`config.mk`:
```
export PLATFORM = sky130hd
export DESIGN_NAME = tcs_ram
export DESIGN_NICKNAME = d
export VERILOG_FILES = /design/src/rtl/core/tcs_ram.sv
export SDC_FILE = /design/constraint.sdc
export NUM_CORES = 2
export LEC_CHECK = 0
export ABC_AREA = 1
export BUFFER_PORTS_ARGS = -buffer_cell sky130_fd_sc_hd__buf_2
export CAP_MARGIN = 5
export CORE_ASPECT_RATIO = 1.75
export CORE_MARGIN = 3
export CORE_UTILIZATION = 60
export CTS_CLUSTER_SIZE = 16
export DETAILED_ROUTE_END_ITERATION = 12
export GPL_ROUTABILITY_DRIVEN = 0
export PLACE_DENSITY = 0.76
export SLEW_MARGIN = 25
export SYNTH_ARGS = -nofsm -noshare
export SYNTH_HDL_FRONTEND = slang
export SYNTH_SLANG_ARGS = --single-unit
```
`constraint.sdc`:
```
create_clock -name aclk -period 5.71 [get_ports aclk]
set_input_delay 1.142 -clock aclk [delete_from_list [all_inputs] [get_ports aclk]]
set_output_delay 1.142 -clock aclk [all_outputs]
set_load 0.005 [all_outputs]
```
`src/rtl/core/tcs_ram.sv`:
```
module tcs_ram #(
    parameter int WIDTH = 32,
    parameter int DEPTH = 64
) (
    input  logic                     aclk,
    input  logic                     wr_en,
    input  logic [$clog2(DEPTH)-1:0] wr_addr,
    input  logic [WIDTH-1:0]         wr_data,
    input  logic [$clog2(DEPTH)-1:0] rd_addr,
    output logic [WIDTH-1:0]         rd_data
);

    logic [WIDTH-1:0] mem [DEPTH];

    always_ff @(posedge aclk) begin
        if (wr_en) begin
            mem[wr_addr] <= wr_data;
        end
        rd_data <= mem[rd_addr];
    end

endmodule
```
==> results by group <==
Global route
  • Busiest metal layer after global routing: met2
  • Vias in the first global route: 53,000
  • Met1 Resource Use GR: 41.3%
  • First-pass GRT wire length: 334 mm
  • Largest net degree at the start of global routing: 242
  • All-Layer GR Usage: 31.6%
  • GR Layer Usage met2: 50.8%
  • Met3 Use GR: 5.97%
  • GRT overflow: 0
  • Initial antenna violation count: 15

Clock network
  • CTS clk-pin slew, worst paths: 70 ps
  • Bufs on Longest Clock Path: 3
  • H-tree Lvls: 4
  • CTS tree: done
  • CTS Sinks: 2,080
  • Root Buffer: clkbuf_16
  • Worst-skew pair later-pin latency: 790 ps
  • Post-CTS sizing: 0
  • Postcts setup bufs: 0
  • Hold_buf cts: 0
  • CTS buffer count: 165

Worst setup path
  • Critical path destination: rd_data[11]$_DFF_P_
  • Worst path max stage delay: 490 ps
  • R2R depth: 8
  • R2R Setup Slk: 3800 ps
  • Worst r2r dst: rd_data[7]$_DFF_P_
  • Critical Path, Cell by Cell: buf_8, inv_16, buf_12, buf_4, nand2_1, nand3_1, nand3_1, nand3_1, nand3_1, nand2_1, nand2_1, nand2_1
  • Critical path type: in -> reg
  • CP Data Required Time: 6380 ps
  • CP startpoint kind: input port
  • Critical path fanouts, max: 241
  • Slowest stage cell, crit path: buf_8
  • Worst reg2reg startpoint: mem[55][7]$_DFFE_PP_
  • WP data arrival: 4450 ps
  • Worst setup startpoint: rd_addr[0]
  • CP endpoint kind: flip-flop

Floorplanning
  • Core ar.: 0.136 sq mm
  • Starting density of the core: 60.7%
  • Die Area: 0.143 sq mm
  • Io pins: 78
  • Die W: 287 um
  • Die height: 497 um
  • Row Count: 179

Placement
  • Pre-CTS worst setup slack: 1390 ps
  • HPWL after detailed placement: 124 mm
  • Cell area after placement: 0.0853 sq mm
  • I/O Buffers: 77

Detailed routing
  • DRT iter0 DRCs: 8,685
  • Final wirelength: 227 mm
  • Drt pass-1 iters: 7
  • Avg WL per Cell: 26.2 um
  • Drt drc: 0
  • Vias per inst: 6.35
  • Post-DRT Antenna Nets: 0
  • Via count: 55,200

Final layout
  • Area of the multi-input gates: 0.0188 sq mm
  • FILL cells: 9,196
  • Cell area after layout: 0.0906 sq mm
  • Register area: 0.0621 sq mm
  • Share of cells above drive strength 1: 7.90%
  • Final Net Count: 6,780
  • Area Overhead vs Synth: 9.51%

Synth
  • Number of synthesized flops with an enable pin: 2,048
  • Ys flop type: edfxtp_1
  • Post-synthesis register bit count: 2,080
  • Top-area cell type share of the netlist area: 74.3%
  • Synthesized netlist cell count: 6,769
  • Post-Syn Area: 0.0827 sq mm
  • Ranking of synthesized cells by area: edfxtp_1 74%, nand3_1 12%, nand2_1 10%
  • Synth top cells by count: 2,248 x nand2_1, 2,048 x edfxtp_1, 1,907 x nand3_1
  • Yosys cell types: 16
  • Yosys Warn Count: 0
  • Synth area leader: edfxtp_1
  • Synth Net Count: 6,815
  • Mapped Avg Cell Area: 12.2 sq um
  • Most numerous cell in the Yosys netlist: nand2_1
  • Async S/R FF share, synth: 0%
  • Sequential cell area fraction in the yosys report: 75.1%

STA
  • RSZ-0062 raised after global routing: no
  • Fmax: 264 MHz
  • Setup Skew: 19.5 ps
  • Rel. slew slack: 25.4%
  • Post-route worst setup slack: 1920 ps
  • Worst-Margin Slew: 1120 ps
  • Fin. max-slew vios: 0
  • Setup-failing EPs final: 0
  • Final TNS setup: 0 ps
  • Fin. Hold Viols: 0
  • Minimum clock period: 3790 ps
  • Tcrit/Tclk final: 66.3%

Outcome
  • Run status: finished clean

Power
  • PD cells: 332 mW/mm^2
  • LEAKAGE: 31.8 nW
  • Maximum vdd ir drop: 0.000297 V

Min path
  • HP Class: in -> reg

Run
  • Max Cap Viol: 0
-- cell families after synthesis --
kind of cell           Yosys count  synth area share, %
buffers and inverters          461                 2.78
flip-flops                    2080                 75.1
AND/OR/NAND/NOR               4228                 22.1
-- worst min-delay path by stage --
stage                         startpoint                    to  cells past startpoint
finish                        wr_data[2]  mem[24][2]$_DFFE_PP_                      1
global route                  wr_data[2]  mem[28][2]$_DFFE_PP_                      1
CTS                           wr_data[2]  mem[24][2]$_DFFE_PP_                      1
detailed placement   mem[4][8]$_DFFE_PP_    rd_data[8]$_DFF_P_                      8
global placement     mem[4][3]$_DFFE_PP_    rd_data[3]$_DFF_P_                      8
floorplan           mem[14][0]$_DFFE_PP_    rd_data[0]$_DFF_P_                      8
-- stage by stage --
| stage | total power [mW] | instances | hold slack [ps] | util (%) |
|---|---|---|---|---|
| after CTS | 30.1 | 8667 | 642 | 66.3 |
| final | 30.1 | 8682 | 701 | 66.4 |
| after global placement | 19.2 | 8368 | 786 | 62.5 |
| after floorplan | 18.3 | 6769 | 721 | - |
| after detailed placement | 19.2 | 8371 | 797 | 62.5 |
| after global routing | 30.8 | 8675 | 682 | 66.4 |
-- sequential cells by signal, summed over array words and instances (netlist names) --
name	flops
mem	2048
rd_data	32
-- critical path, delay by kind of cell --
family        cells  cell delay (ps)
buf+inv           4             1620
simple gates      8             1210
-- report_power, final --
group          switching, mW  internal (mW)  leakage [nW]
sequential            0.0654           16.9          18.7
combinational           1.55          0.458          10.5
clock                   5.11           6.04          2.55
total                   6.72           23.4          31.8
-- area by class of cell --
type                       count  share of cell area [%]
sequential                  2080                    68.6
inverter                      12                  0.0898
tap                         1810                    2.50
multi-input combinational   4228                    20.7
clock inverter                82                   0.736
clock buffer                 214                    4.96
antenna                        9                  0.0249
timing repair buffer         247                    2.39
-- routing by layer --
metal	up-vias	share of wire [%]
li1	24000	-
met1	26700	34
met2	3777	48
met3	640	12
met4	18	5.9
met5	-	0.057
-- cells in the final DEF (no fill, tap or decap) --
master / Yosys / final
clkbuf_1: 77 / 38
buf_12: 0 / 30
buf_2: 282 / 67
nor4_2: 0 / 8
nand2_1: 2248 / 2248
nor2_4: 0 / 56
clkinvlp_4: 0 / 1
inv_6: 0 / 5
edfxtp_1: 2048 / 2048
clkbuf_8: 0 / 5
clkbuf_16: 0 / 171
clkinv_1: 0 / 32
diode_2: 0 / 9
buf_4: 45 / 142
clkinv_4: 0 / 1
bufinv_16: 0 / 11
inv_2: 2 / 1
inv_1: 9 / 7
nand3_1: 1907 / 1907
nand4_1: 9 / 9
dfxtp_1: 32 / 32
inv_16: 0 / 1
inv_8: 0 / 2
buf_6: 3 / 1
buf_16: 0 / 4
buf_8: 2 / 3
clkinv_2: 0 / 33
Power figures use the tool's default switching activity.
